[src/hdl/rdf_pkg.sv]
`default_nettype none

package rdf_pkg;

  localparam logic [22:0] MAX_PAYLOAD_RESET = 23'd4194304;
  localparam logic [31:0] SIZE_CEILING      = 32'd4194304;
  localparam logic [31:0] FNV_BASIS         = 32'd2166136261;
  localparam logic [7:0]  RAMP_START        = 8'h5A;
  localparam logic [7:0]  RAMP_STEP         = 8'd31;
  localparam logic [3:0]  KEY_STEP          = 4'd7;

  localparam logic [2:0] ST_OK        = 3'd0;
  localparam logic [2:0] ST_BAD_MAGIC = 3'd1;
  localparam logic [2:0] ST_TOO_LARGE = 3'd2;
  localparam logic [2:0] ST_TRUNCATED = 3'd3;
  localparam logic [2:0] ST_MISMATCH  = 3'd4;

  localparam logic [7:0] MAGIC [8] = '{
    8'h91, 8'h4D, 8'hE7, 8'h2A, 8'h63, 8'hB8, 8'h05, 8'hCF
  };

  localparam logic [7:0] KEY [16] = '{
    8'h37, 8'hC2, 8'h5B, 8'hA1, 8'hE8, 8'h0D, 8'h74, 8'h96,
    8'h43, 8'hFA, 8'h28, 8'hBD, 8'h61, 8'h8C, 8'h15, 8'hD0
  };

  typedef struct packed {
    logic [7:0] in_byte;
    logic       end_of_file;
  } item_t;

  typedef struct packed {
    logic       byte_valid;
    logic [7:0] plain_byte;
    logic       done_res;
    logic [2:0] status;
  } result_t;

  // The FNV prime is 2^24 + 2^8 + 2^7 + 2^4 + 2^1 + 1, so the product is a sum of shifts.
  function automatic logic [31:0] fnv_mul(input logic [31:0] x);
    fnv_mul = (x << 24) + (x << 8) + (x << 7) + (x << 4) + (x << 1) + x;
  endfunction

endpackage

`default_nettype wire

[src/hdl/rdf_if.sv]
`default_nettype none

interface rdf_stream_if;
  logic       valid;
  logic       ready;
  logic [7:0] in_byte;
  logic       end_of_file;

  modport source (output valid, output in_byte, output end_of_file, input ready);
  modport sink   (input valid, input in_byte, input end_of_file, output ready);
endinterface

interface rdf_result_if;
  logic       valid;
  logic       ready;
  logic       byte_valid;
  logic [7:0] plain_byte;
  logic       done_res;
  logic [2:0] status;

  modport source (output valid, output byte_valid, output plain_byte, output done_res,
                  output status, input ready);
  modport sink   (input valid, input byte_valid, input plain_byte, input done_res,
                  input status, output ready);
endinterface

`default_nettype wire

[src/hdl/rdf_core.sv]
`default_nettype none

module rdf_core (
  input  wire logic             clk,
  input  wire logic             rst,
  input  wire logic             fire,
  input  wire rdf_pkg::item_t   item,
  input  wire logic [22:0]      max_payload,
  output logic                  have,
  output rdf_pkg::result_t      res
);

  localparam logic [1:0] PH_HEADER   = 2'd0;
  localparam logic [1:0] PH_PAYLOAD  = 2'd1;
  localparam logic [1:0] PH_FINISHED = 2'd2;

  logic [1:0]  phase, phase_next;
  logic [3:0]  header_count, header_count_next;
  logic        magic_ok, magic_ok_next;
  logic [31:0] declared_size, declared_size_next;
  logic [31:0] expected_hash, expected_hash_next;
  logic [22:0] bytes_left, bytes_left_next;
  logic [3:0]  key_pos, key_pos_next;
  logic [7:0]  ramp, ramp_next;
  logic [31:0] hash, hash_next;

  logic [7:0]  plain;
  logic [31:0] hash_mix;
  logic [31:0] exp_full;

  always_comb begin
    phase_next         = phase;
    header_count_next  = header_count;
    magic_ok_next      = magic_ok;
    declared_size_next = declared_size;
    expected_hash_next = expected_hash;
    bytes_left_next    = bytes_left;
    key_pos_next       = key_pos;
    ramp_next          = ramp;
    hash_next          = hash;
    have               = 1'b0;
    res                = '0;

    plain    = item.in_byte ^ rdf_pkg::KEY[key_pos] ^ ramp;
    hash_mix = rdf_pkg::fnv_mul(hash ^ {24'd0, plain});
    exp_full = {item.in_byte, expected_hash[23:0]};

    unique case (phase)
      PH_HEADER: begin
        header_count_next = header_count + 4'd1;
        if (!header_count[3]) begin
          if (item.in_byte != rdf_pkg::MAGIC[header_count[2:0]]) begin
            magic_ok_next = 1'b0;
          end
        end else if (!header_count[2]) begin
          declared_size_next[{header_count[1:0], 3'b000} +: 8] = item.in_byte;
        end else begin
          expected_hash_next[{header_count[1:0], 3'b000} +: 8] = item.in_byte;
        end
        if (header_count == 4'd15) begin
          have         = 1'b1;
          res.done_res = 1'b1;
          phase_next   = PH_FINISHED;
          if (!magic_ok) begin
            res.status = rdf_pkg::ST_BAD_MAGIC;
          end else if (declared_size > {9'd0, max_payload} ||
                       declared_size > rdf_pkg::SIZE_CEILING) begin
            res.status = rdf_pkg::ST_TOO_LARGE;
          end else if (declared_size == 32'd0) begin
            res.status = (hash == exp_full) ? rdf_pkg::ST_OK : rdf_pkg::ST_MISMATCH;
          end else begin
            have            = 1'b0;
            res.done_res    = 1'b0;
            phase_next      = PH_PAYLOAD;
            bytes_left_next = declared_size[22:0];
            key_pos_next    = declared_size[3:0];
            ramp_next       = rdf_pkg::RAMP_START;
            hash_next       = rdf_pkg::FNV_BASIS;
          end
        end
      end
      PH_PAYLOAD: begin
        have           = 1'b1;
        res.byte_valid = 1'b1;
        res.plain_byte = plain;
        hash_next      = hash_mix;
        key_pos_next   = key_pos + rdf_pkg::KEY_STEP;
        ramp_next      = ramp + rdf_pkg::RAMP_STEP;
        if (bytes_left != 23'd0) begin
          bytes_left_next = bytes_left - 23'd1;
        end
        if (bytes_left <= 23'd1) begin
          res.done_res = 1'b1;
          res.status   = (hash_mix == expected_hash) ? rdf_pkg::ST_OK : rdf_pkg::ST_MISMATCH;
          phase_next   = PH_FINISHED;
        end
      end
      default: begin
      end
    endcase

    if (item.end_of_file) begin
      if (phase_next != PH_FINISHED) begin
        have         = 1'b1;
        res.done_res = 1'b1;
        res.status   = rdf_pkg::ST_TRUNCATED;
      end
      phase_next         = PH_HEADER;
      header_count_next  = 4'd0;
      magic_ok_next      = 1'b1;
      declared_size_next = 32'd0;
      expected_hash_next = 32'd0;
      bytes_left_next    = 23'd0;
      key_pos_next       = 4'd0;
      ramp_next          = rdf_pkg::RAMP_START;
      hash_next          = rdf_pkg::FNV_BASIS;
    end
  end

  always_ff @(posedge clk) begin
    if (rst) begin
      phase         <= PH_HEADER;
      header_count  <= 4'd0;
      magic_ok      <= 1'b1;
      declared_size <= 32'd0;
      expected_hash <= 32'd0;
      bytes_left    <= 23'd0;
      key_pos       <= 4'd0;
      ramp          <= rdf_pkg::RAMP_START;
      hash          <= rdf_pkg::FNV_BASIS;
    end else if (fire) begin
      phase         <= phase_next;
      header_count  <= header_count_next;
      magic_ok      <= magic_ok_next;
      declared_size <= declared_size_next;
      expected_hash <= expected_hash_next;
      bytes_left    <= bytes_left_next;
      key_pos       <= key_pos_next;
      ramp          <= ramp_next;
      hash          <= hash_next;
    end
  end

endmodule

`default_nettype wire

[src/hdl/obfuscated_record_deframer_unit.sv]
// Channel   Role    Payload                                          Transfer
// stream    sink    in_byte[7:0], end_of_file                        valid & ready
// result    source  byte_valid, plain_byte[7:0], done_res, status    valid & ready
// wr_*      config  wr_data[22:0] = max_payload_bytes                wr_en
//
// One byte per cycle unless a result stalls; a result passes the input and result registers.
// The pace is set by the per-byte hash update between the input and result registers.
// Reset is synchronous and needs no clearing pass; the size limit returns to 4194304.
// A stalled result holds the result register, and the input register keeps taking bytes
// that produce no result; a byte that produces one waits until the result register frees.

`default_nettype none

module obfuscated_record_deframer_unit (
  input  wire logic        clk,
  input  wire logic        rst,
  rdf_stream_if.sink       stream,
  rdf_result_if.source     result,
  input  wire logic        wr_en,
  input  wire logic [22:0] wr_data
);

  logic                 s1_valid;
  rdf_pkg::item_t       s1_item;
  logic                 s1_fire;
  logic                 out_free;
  logic [22:0]          max_payload;
  logic                 have;
  rdf_pkg::result_t     core_res;
  logic                 res_valid;
  rdf_pkg::result_t     res_q;

  assign out_free     = !res_valid || result.ready;
  assign s1_fire      = s1_valid && (!have || out_free);
  assign stream.ready = !s1_valid || s1_fire;

  rdf_core u_core (
    .clk         (clk),
    .rst         (rst),
    .fire        (s1_fire),
    .item        (s1_item),
    .max_payload (max_payload),
    .have        (have),
    .res         (core_res)
  );

  always_ff @(posedge clk) begin
    if (rst) begin
      s1_valid    <= 1'b0;
      res_valid   <= 1'b0;
      max_payload <= rdf_pkg::MAX_PAYLOAD_RESET;
    end else begin
      if (wr_en) begin
        max_payload <= wr_data;
      end
      if (stream.ready) begin
        s1_valid <= stream.valid;
      end
      if (s1_fire && have) begin
        res_valid <= 1'b1;
      end else if (result.ready) begin
        res_valid <= 1'b0;
      end
    end
  end

  always_ff @(posedge clk) begin
    if (stream.valid && stream.ready) begin
      s1_item <= '{in_byte: stream.in_byte, end_of_file: stream.end_of_file};
    end
    if (s1_fire && have) begin
      res_q <= core_res;
    end
  end

  assign result.valid      = res_valid;
  assign result.byte_valid = res_q.byte_valid;
  assign result.plain_byte = res_q.plain_byte;
  assign result.done_res   = res_q.done_res;
  assign result.status     = res_q.status;

  a_result_nonempty: assert property (@(posedge clk) disable iff (rst)
    res_valid |-> (res_q.byte_valid || res_q.done_res))
    else $error("result transfer carries neither a byte nor a verdict");

  a_fields_zeroed: assert property (@(posedge clk) disable iff (rst)
    res_valid |-> ((res_q.byte_valid || res_q.plain_byte == 8'd0) &&
                   (res_q.done_res || res_q.status == rdf_pkg::ST_OK)))
    else $error("unused result field is not zero");

  a_status_code: assert property (@(posedge clk) disable iff (rst)
    res_valid |-> (res_q.status <= rdf_pkg::ST_MISMATCH))
    else $error("status code out of range");

  a_stall_source: assert property (@(posedge clk) disable iff (rst)
    !stream.ready |-> (s1_valid && have && res_valid && !result.ready))
    else $error("input stalled without a blocked result");

endmodule

`default_nettype wire

[src/flat_wrapper.sv]
// flat-port wrapper written by rule: the top's interface ports become plain ports
module obfuscated_record_deframer_unit_flat 
  (clk, rst, wr_en, wr_data, stream_valid, stream_in_byte, stream_end_of_file, stream_ready, result_valid, result_byte_valid, result_plain_byte, result_done_res, result_status, result_ready);
  rdf_stream_if stream_i ();
  rdf_result_if result_i ();
  input  wire logic clk;
  input  wire logic rst;
  input  wire logic wr_en;
  input  wire logic [22:0] wr_data;
  input wire logic [$bits(stream_i.valid)-1:0] stream_valid;
  input wire logic [$bits(stream_i.in_byte)-1:0] stream_in_byte;
  input wire logic [$bits(stream_i.end_of_file)-1:0] stream_end_of_file;
  output wire logic [$bits(stream_i.ready)-1:0] stream_ready;
  output wire logic [$bits(result_i.valid)-1:0] result_valid;
  output wire logic [$bits(result_i.byte_valid)-1:0] result_byte_valid;
  output wire logic [$bits(result_i.plain_byte)-1:0] result_plain_byte;
  output wire logic [$bits(result_i.done_res)-1:0] result_done_res;
  output wire logic [$bits(result_i.status)-1:0] result_status;
  input wire logic [$bits(result_i.ready)-1:0] result_ready;
  assign stream_i.valid = stream_valid;
  assign stream_i.in_byte = stream_in_byte;
  assign stream_i.end_of_file = stream_end_of_file;
  assign stream_ready = stream_i.ready;
  assign result_valid = result_i.valid;
  assign result_byte_valid = result_i.byte_valid;
  assign result_plain_byte = result_i.plain_byte;
  assign result_done_res = result_i.done_res;
  assign result_status = result_i.status;
  assign result_i.ready = result_ready;
  obfuscated_record_deframer_unit u_core (.clk(clk), .rst(rst), .stream(stream_i), .result(result_i), .wr_en(wr_en), .wr_data(wr_data));
endmodule
[config.mk]
export PLATFORM = sky130hd
export DESIGN_NAME = obfuscated_record_deframer_unit_flat
export DESIGN_NICKNAME = d
export VERILOG_FILES = /design/src/hdl/rdf_pkg.sv /design/src/hdl/rdf_if.sv /design/src/hdl/rdf_core.sv /design/src/hdl/obfuscated_record_deframer_unit.sv /design/src/flat_wrapper.sv
export SDC_FILE = /design/constraint.sdc
export NUM_CORES = 1
export LEC_CHECK = 0
export BUFFER_PORTS_ARGS = -buffer_cell sky130_fd_sc_hd__buf_2
export CAP_MARGIN = 5
export CORE_ASPECT_RATIO = 1.75
export CORE_MARGIN = 2
export CORE_UTILIZATION = 40
export CTS_CLUSTER_SIZE = 8
export DETAILED_ROUTE_END_ITERATION = 8
export PLACE_DENSITY = 0.62
export SYNTH_ARGS = -nofsm -noshare
export SYNTH_HDL_FRONTEND = slang
export SYNTH_HIERARCHICAL = 1
export SYNTH_SLANG_ARGS = --single-unit
[constraint.sdc]
create_clock -name clk -period 7.57 [get_ports clk]
set_clock_uncertainty 0.1 [all_clocks]
set_input_delay 0.757 -clock clk [delete_from_list [all_inputs] [get_ports clk]]
set_output_delay 0.757 -clock clk [all_outputs]
set_load 0.1 [all_outputs]
# Word-level counts from Yosys, hierarchy flattened
# Memories as Yosys holds them, arrays and structs flattened.
# Cells that the tools add are included.
# word_totals
ff_bits	185
mem_bits_ro	192
inputBits	37
memories	2
# op_classes
addsub	10
magnitude_cmp	5
n_eq_ne	13
shifts	2
muxes	72
bitwise	5
reduce_logical	25
# mem_list
name	depth	width	rd	rd_ports_with_merged_regs	wr	line	text
(name not given)	16	8	1	0	0	rdf_core.sv:44	plain = item.in_byte ^ rdf_pkg::KEY[key_pos] ^ ramp;
(name not given)	8	8	1	0	0	rdf_core.sv:52	if (item.in_byte != rdf_pkg::MAGIC[header_count[2:0]]) begin
# op_table
op	count
two-way mux 32 bit	13
adder 32 bit	5
two-way mux 23 bit	6
two-way mux 8 bit	9
bitwise mux 32 bit	2
== test 32 bit	2
case mux 32 bit (2 select lines)	1
case mux 23 bit (2 select lines)	1
two-way mux 4 bit	11
greater-than comparator 32 x 23 -> 1 bit	1
greater-than comparator 32 x 23 -> 1 bit (second input constant)	1
logical NOT 32 bit	1
variable shift 8 x 7 -> 32 bit (first input constant)	1
variable part select 8 x 7 -> 32 bit	1
XOR 32 x 8 -> 32 bit	1
less-or-equal comparator 23 x 1 -> 1 bit (second input constant)	1
nonzero test 23 bit	1
subtractor 23 x 1 -> 23 bit (second input constant)	1
case mux 4 bit (2 select lines)	2
case mux 8 bit (2 select lines)	1
XOR 8 bit	2
two-way mux 3 bit	5
inequality test 3 x 2 -> 1 bit (second input constant)	5
two-way mux 1 bit	12
27 further kinds	46

# Longest topological paths before layout
# Gate-level depths: netlist of the first run.
# logic_depth
word_depth	18
mapped_depth	27

# By module
# The synthesis of the first run kept the hierarchy.
# by_module_without_submodules
module	instances	cells_per_inst	area_per_inst_um2
rdf_core	1	1629	12717.2
obfuscated_record_deframer_unit	1	109	1601.5

# Worst setup path after synthesis of the first run
# No wires, ideal clock.
# synth_path
path_type	flip-flop to flip-flop
from	reg u_core.u_core.key_pos[0]
to	reg u_core.res_q, in the netlist u_core/result.status[2], data pin
arrival_ns	6.571
t_required_ns	7.200
setup_slack_ns	0.629
path_stages_with_launch	25
period_less_slack_ns	6.941
cell_sequence	dfxtp_1 > clkbuf_1 > inv_1 > ha_1 > nor2_1 > a211o_1 > o21ai_0 > xnor2_1 > xor2_1 > fa_1 > fa_1 > fa_1 > inv_1 > ha_1 > clkbuf_1 > and2_1 > o211ai_1 > o21ai_0 > nand2b_1 > and2_0 > o311ai_0 > xor2_1 > or4_1 > nor4_1 > o32ai_1
# synth_rtl
item	line	text
start, declared	rdf_core.sv:23	logic [3:0] key_pos, key_pos_next;
start signal, assigned	rdf_core.sv:138	key_pos <= key_pos_next;
end signal, assigned	obfuscated_record_deframer_unit.sv:72	res_q <= core_res;
end, declared	obfuscated_record_deframer_unit.sv:31	rdf_pkg::result_t res_q;

==> impl_metrics.ini, run 1 <==
[status]
status = complete, no violations

[layout]
layout.nets = 1971
mostFrequentLayoutCells = 175 x inv_1, 162 x dfxtp_1, 161 x nor2_1, 154 x a21oi_1, 146 x nand2_1
drive_gt1_share_pct = 8.47
n_antenna_cell = 0
layout_commonest_cell = inv_1
fin_cells = 2236
synthToLayoutAreaGrowth_pct = 9.66

[drt]
vias = 12700
drtPass1Iterations = 5
ant_nets = 0
drt_iter0_markers = 837
avgRoutedWirePerCell_um = 21.2
via_per_inst = 5.70
route.detailed.drc = 0
routed_wirelength_um = 47400

[die]
fp-row-count = 91
die_w_um = 147
fp.dieH_um = 254
start_util_pct = 40.6
io_pins = 52
die-area_um2 = 37400
core_area_um2 = 35300

[synth]
syn_area_per_cell_um2 = 8.24
synthesis.area_um2 = 14300
synthMuxAreaShare_pct = 2.67
ys.flop_type = dfxtp_1
yosys.area_share.adder_pct = 19.3
synth_top_family_by_area = adder cells
ys_seq_elements = 185
synthSimpleGateAreaFrac_pct = 18.7
ys_warn_count = 6
syn_nets = 1951
synth-seq-area-share_pct = 27.4
synth_async_sr_flop_share_pct = 0
synth-xor-area-share_pct = 8.81
synth_cells = 1738
ys_types = 73
synth_edf_count = 22
synth_compound_gate_area_share_pct = 15.7

[cts]
cts_tree = done
cts_hold_buf = 0
clk_latency_ps = 450
cts_root_buffer = clkbuf_16
cts_buffers = 17
clock-sinks = 185
cts.clk_slew.worst_paths_ps = 70
clockBufferDepth = 2
cts_htree_levels = 4

[sta]
timing.fmax_mhz = 137
tightest_slew_ps = 1190
setup_violations = 0
rsz0062_at_grt = false
drv_slew = 0
relSlewSlack_pct = 20.6
fin_setup_tns_ps = 0
hold_violations = 0
finalCritPeriodShare_pct = 96.2
fin_crit_ps = 7290

[setup_path]
worstPathMaxFanout = 9
startpoint_type = flop
required_ps = 7660
critical_path_arrival_ps = 7380
path_class = flop to flop
endpoint_kind = flop
ff2ff_setup_slack_ps = 280

[place]
port_buffers = 51
dp_hpwl_um = 36700
gp_congestion = 0.992
dp.cells = 2201

[power]
vdd_drop_max_mv = 0.184
power.share.combinational_pct = 52.2
p_seq_share_pct = 25.8
power-per-cell-area_nw_per_um2 = 253
clkPwrFrac_pct = 21.9
p_leak_uw = 0.00644
p_switching_uw = 1730
netSwitchingFraction_pct = 43.7
power.internal_uw = 2240

[job]
drv_cap = 0

[hold_path]
hold_class = flop to flop

[grt]
grt_usage_pct = 25.5
grt_overflow_total = 0
grt_antenna_before_repair = 0
grt_pass1_vias = 12600
grt_max_degree = 97
grt_pass1_wl_um = 71900
-- cell type report --
cell class | count | area (um^2)
inverters | 176 | 661
fillers | 3626 | 19600
repair buffers | 96 | 596
clock buffers | 18 | 429
flip-flops and latches | 185 | 3930
clock inverters | 14 | 123
multi-input cells | 1282 | 9390
well taps | 465 | 582
-- routing by layer --
layer	track usage [%]	part of all wire [%]
met1	24.7	34
met2	48.5	53
met3	2.79	3.3
met4	20.3	9.4
met5	0	0
-- power groups by stage --
stage	registers (uW)	logic, uW	clock network [uW]
global placement	1050	1980	0
global route	1030	2210	922
CTS	1020	2000	891
floorplan	1050	1330	0
finish	1030	2070	871
detailed placement	1050	1990	0
-- worst max-delay path, stage by stage (launching register included) --
cell and delay, ps:
dfxtp_2 410, inv_1 110, ha_1 370, mux4_2 490, xnor2_1 230, xor2_1 260, inv_1 190, fa_1 650
fa_1 510, fa_1 510, inv_1 40, ha_1 400, xor2_1 420, o22ai_1 220, a211oi_1 290, o221ai_1 230
a2111oi_1 360, nand4_1 120, or4_1 550, nor4_2 400, o32ai_1 150
-- state kept, by name, summed over array words and instances, names as in the netlist, 8 cells and up --
signal / count
u_core/u_core/declared_size: 32
u_core/u_core/expected_hash: 32
u_core/u_core/hash: 32
u_core/max_payload: 23
u_core/u_core/bytes_left: 23
u_core/s1_item: 9
u_core/result.plain_byte: 8
u_core/u_core/ramp: 8
-- Yosys cell counts (all sizes together) (6+ instances only) --
library cell    n  area [um^2]
nor4           18          113
a21o            8         60.1
mux2i          28          280
and3           11         68.8
xor2           52          455
a211oi          6         45.0
and2           14         90.1
edfxtp         22          661
a211o           7         61.3
clkbuf         81          304
a311oi          9         78.8
nand2b          8         50.1
a31oi          12         75.1
dfxtp         163         3260
xnor2          84          736
nor2          161          604
o32ai           9         78.8
nor3           29          145
or4            12         93.8
or3            14         87.6
fa             74         1480
a21oi         154          771
nand4          21          131
o211ai          9         67.6
nor2b          13         81.3
inv           175          657
o31ai           6         45.0
a32oi           6         52.6
nand2         146          548
nand3          97          485
o21ai          79          395
ha            102         1280
a22oi          19          143
buf            14          105
-- cell families after synthesis --
| group | Yosys count |
|---|---|
| flip-flops | 185 |
| multiplexers | 35 |
| AO/OA/AOI/OAI | 367 |
| XOR/XNOR | 139 |
| AND/OR/NAND/NOR | 565 |
| adder cells (fa/ha/maj) | 176 |
| buffers and inverters | 271 |
-- through the flow --
stage	setup slack, ps	util [%]	cell area [um^2]	power [uW]	hold WS [ps]
after floorplan	629	-	14300	2380	336
final	284	44.5	15700	3970	358
after CTS	13.4	44.3	15600	3910	359
after global routing	9.68	44.5	15700	4160	360
after global placement	201	42.8	15100	3030	342
after detailed placement	55.0	42.8	15100	3030	350
-- timing repair --
item / in CTS / in global routing
setup endpoints to repair: 0 / 1
buffers inserted: 0 / 3
gates resized for setup: 0 / 12
-- final timing paths --
| path | start | endpoint | depth (start not counted) |
|---|---|---|---|
| setup reg to reg | u_core/u_core/key_pos[1] | u_core/result.status[2] | 20 |
| hold / removal | u_core/u_core/declared_size[25] | u_core/u_core/declared_size[25] | 2 |
| hold reg to reg | u_core/u_core/declared_size[25] | u_core/u_core/declared_size[25] | 2 |
| setup / recovery | u_core/u_core/key_pos[1] | u_core/result.status[2] | 20 |
Power figures use the tool's default switching activity.
==> inputs of run 2 (changes only) <==
- CTS_CLUSTER_DIAMETER: unset -> 120
- clock period: 7.57 -> 7 ns (I/O delays scaled with it)
==> impl_metrics.ini, run 2 (synthesized netlist as in run 1, its figures left out) <==
[cts]
cts.clk_slew.worst_paths_ps = 80
cts_buffers = 17
cts_root_buffer = clkbuf_16
cts_tree = done
clk_latency_ps = 460
cts_htree_levels = 4
clock-sinks = 185
clockBufferDepth = 2

[place]
place_area_um2 = 15200
dp_hpwl_um = 37400
port_buffers = 51
gp_congestion = 0.962
place_ws_ps = -237

[die]
fp-row-count = 91
io_pins = 52
fp.dieH_um = 254
die-area_um2 = 37400
start_util_pct = 40.6
die_w_um = 147
core_area_um2 = 35300

[layout]
layout.nets = 1996
drive_gt1_share_pct = 11.1
postLayoutCellArea_um2 = 16100
synthToLayoutAreaGrowth_pct = 12.3
mostFrequentLayoutCells = 172 x inv_1, 162 x dfxtp_1, 161 x nor2_1, 154 x a21oi_1, 146 x nand2_1
top_regs = u_core/u_core/declared_size (32), u_core/u_core/expected_hash (32), u_core/u_core/hash (32)
layout_commonest_cell = inv_1
n_antenna_cell = 0

[drt]
ant_nets = 0
via_per_inst = 5.70
route.detailed.drc = 0
drt_iter0_markers = 945
avgRoutedWirePerCell_um = 21.4
vias = 12900
routed_wirelength_um = 48400
drtPass1Iterations = 5

[sta]
finalCritPeriodShare_pct = 95.2
setup_violations = 0
rsz0062_at_grt = false
fin_crit_ps = 6660
relSlewSlack_pct = 26.2
drv_slew = 0
hold_violations = 0
fin_setup_tns_ps = 0
timing.fmax_mhz = 150
tightest_slew_ps = 1110
setup_ws_ps = 336

[job]
drv_cap = 0

[hold_path]
min_delay_path_depth = 1
hold_class = primary input to flop

[setup_path]
critical_path_arrival_ps = 6770
r2r_cells = 23
crit_path_max_incr_delay_ps = 540
startpoint_type = flop
cp_slowest_cell = fa_1
required_ps = 7100
path_class = flop to flop
cpMostUsedCell = fa_1
cp_top_family = adder cells
cp.depth = 23
critical_path.n_buffers_inverters = 5
worstPathMaxFanout = 7
endpoint_kind = flop
cp_cell_sequence = inv_1 -> ha_2 -> mux4_2 -> xnor2_2 -> xor2_2 -> inv_2 -> fa_1 -> fa_1 -> inv_1 -> fa_1 -> ha_1 -> buf_4 -> a21oi_1 -> o21ai_2 -> a41oi_1 -> buf_4 -> o21ai_1 -> a311oi_2 -> xnor2_1 -> nand3_1 -> or4_1 -> nor4_4 -> o32ai_1

[grt]
grt_pass1_vias = 12900
grt_pass1_wl_um = 73200
grt_usage_pct = 25.9
grt_max_degree = 95
grt_overflow_total = 0
grt_antenna_before_repair = 0

[power]
p_leak_uw = 0.00665
power-per-cell-area_nw_per_um2 = 280
vdd_drop_max_mv = 0.210

[status]
status = complete, no violations
==> run 2: cell types whose count changed in the layout (fill, tap and decap cells not counted), sizes merged <==
cell      delta
buf         +25
clkinv       -1
clkinvlp     -3
bufinv       +3
inv          +2
clkbuf       -1
==> run 2: final timing paths <==
kind	startpoint	end	slack, ps
worst max register to register	u_core/u_core/key_pos[1]	u_core/result.status[2]	340
worst max-delay path	u_core/u_core/key_pos[1]	u_core/result.status[2]	340
worst min-delay path	stream_in_byte[2]	u_core/s1_item[3]	310
worst min register to register	u_core/u_core/declared_size[26]	u_core/u_core/declared_size[26]	360
==> run 2: per-stage QoR <==
stage | utilization (%) | instances | power [uW] | hold slack [ps]
after CTS | 45.1 | 2254 | 4410 | 292
final | 45.5 | 2261 | 4510 | 313
after global routing | 45.5 | 2261 | 4750 | 302
after global placement | 43.2 | 2221 | 3310 | 343
after detailed placement | 43.2 | 2221 | 3310 | 351
after floorplan | - | 1738 | 2580 | 336
==> run 2: layer usage <==
layer  part of all wire (%)  vias up  GRT usage [%]
met5                      0        -              0
met4                    8.8        0           19.9
met3                    3.6      181           2.79
met2                     54      456           49.8
met1                     34     6207           25.1
li1                       -     6055              -
==> run 2: power by group <==
group / switching, uW / internal [uW] / total (uW)
clock network: 467 / 607 / 1070
logic: 1410 / 914 / 2330
registers: 18.5 / 1090 / 1110
==> run 2: area by class of cell <==
class,instances,area [um^2]
Clock buffer,17,425
Clock inverter,15,213
Fill cell,3582,19200
Inverter,176,661
Multi-Input combinational cell,1282,9490
Sequential cell,185,3930
Tap cell,465,582
Timing Repair Buffer,121,783
==> run 2: repair_timing <==
item,in CTS,in global routing
hold endpoints to repair,0,0
endpoints found under the setup margin,1,1
pin swaps,0,8
setup buffers,1,7
gates resized for setup,5,29
hold buffers,0,0
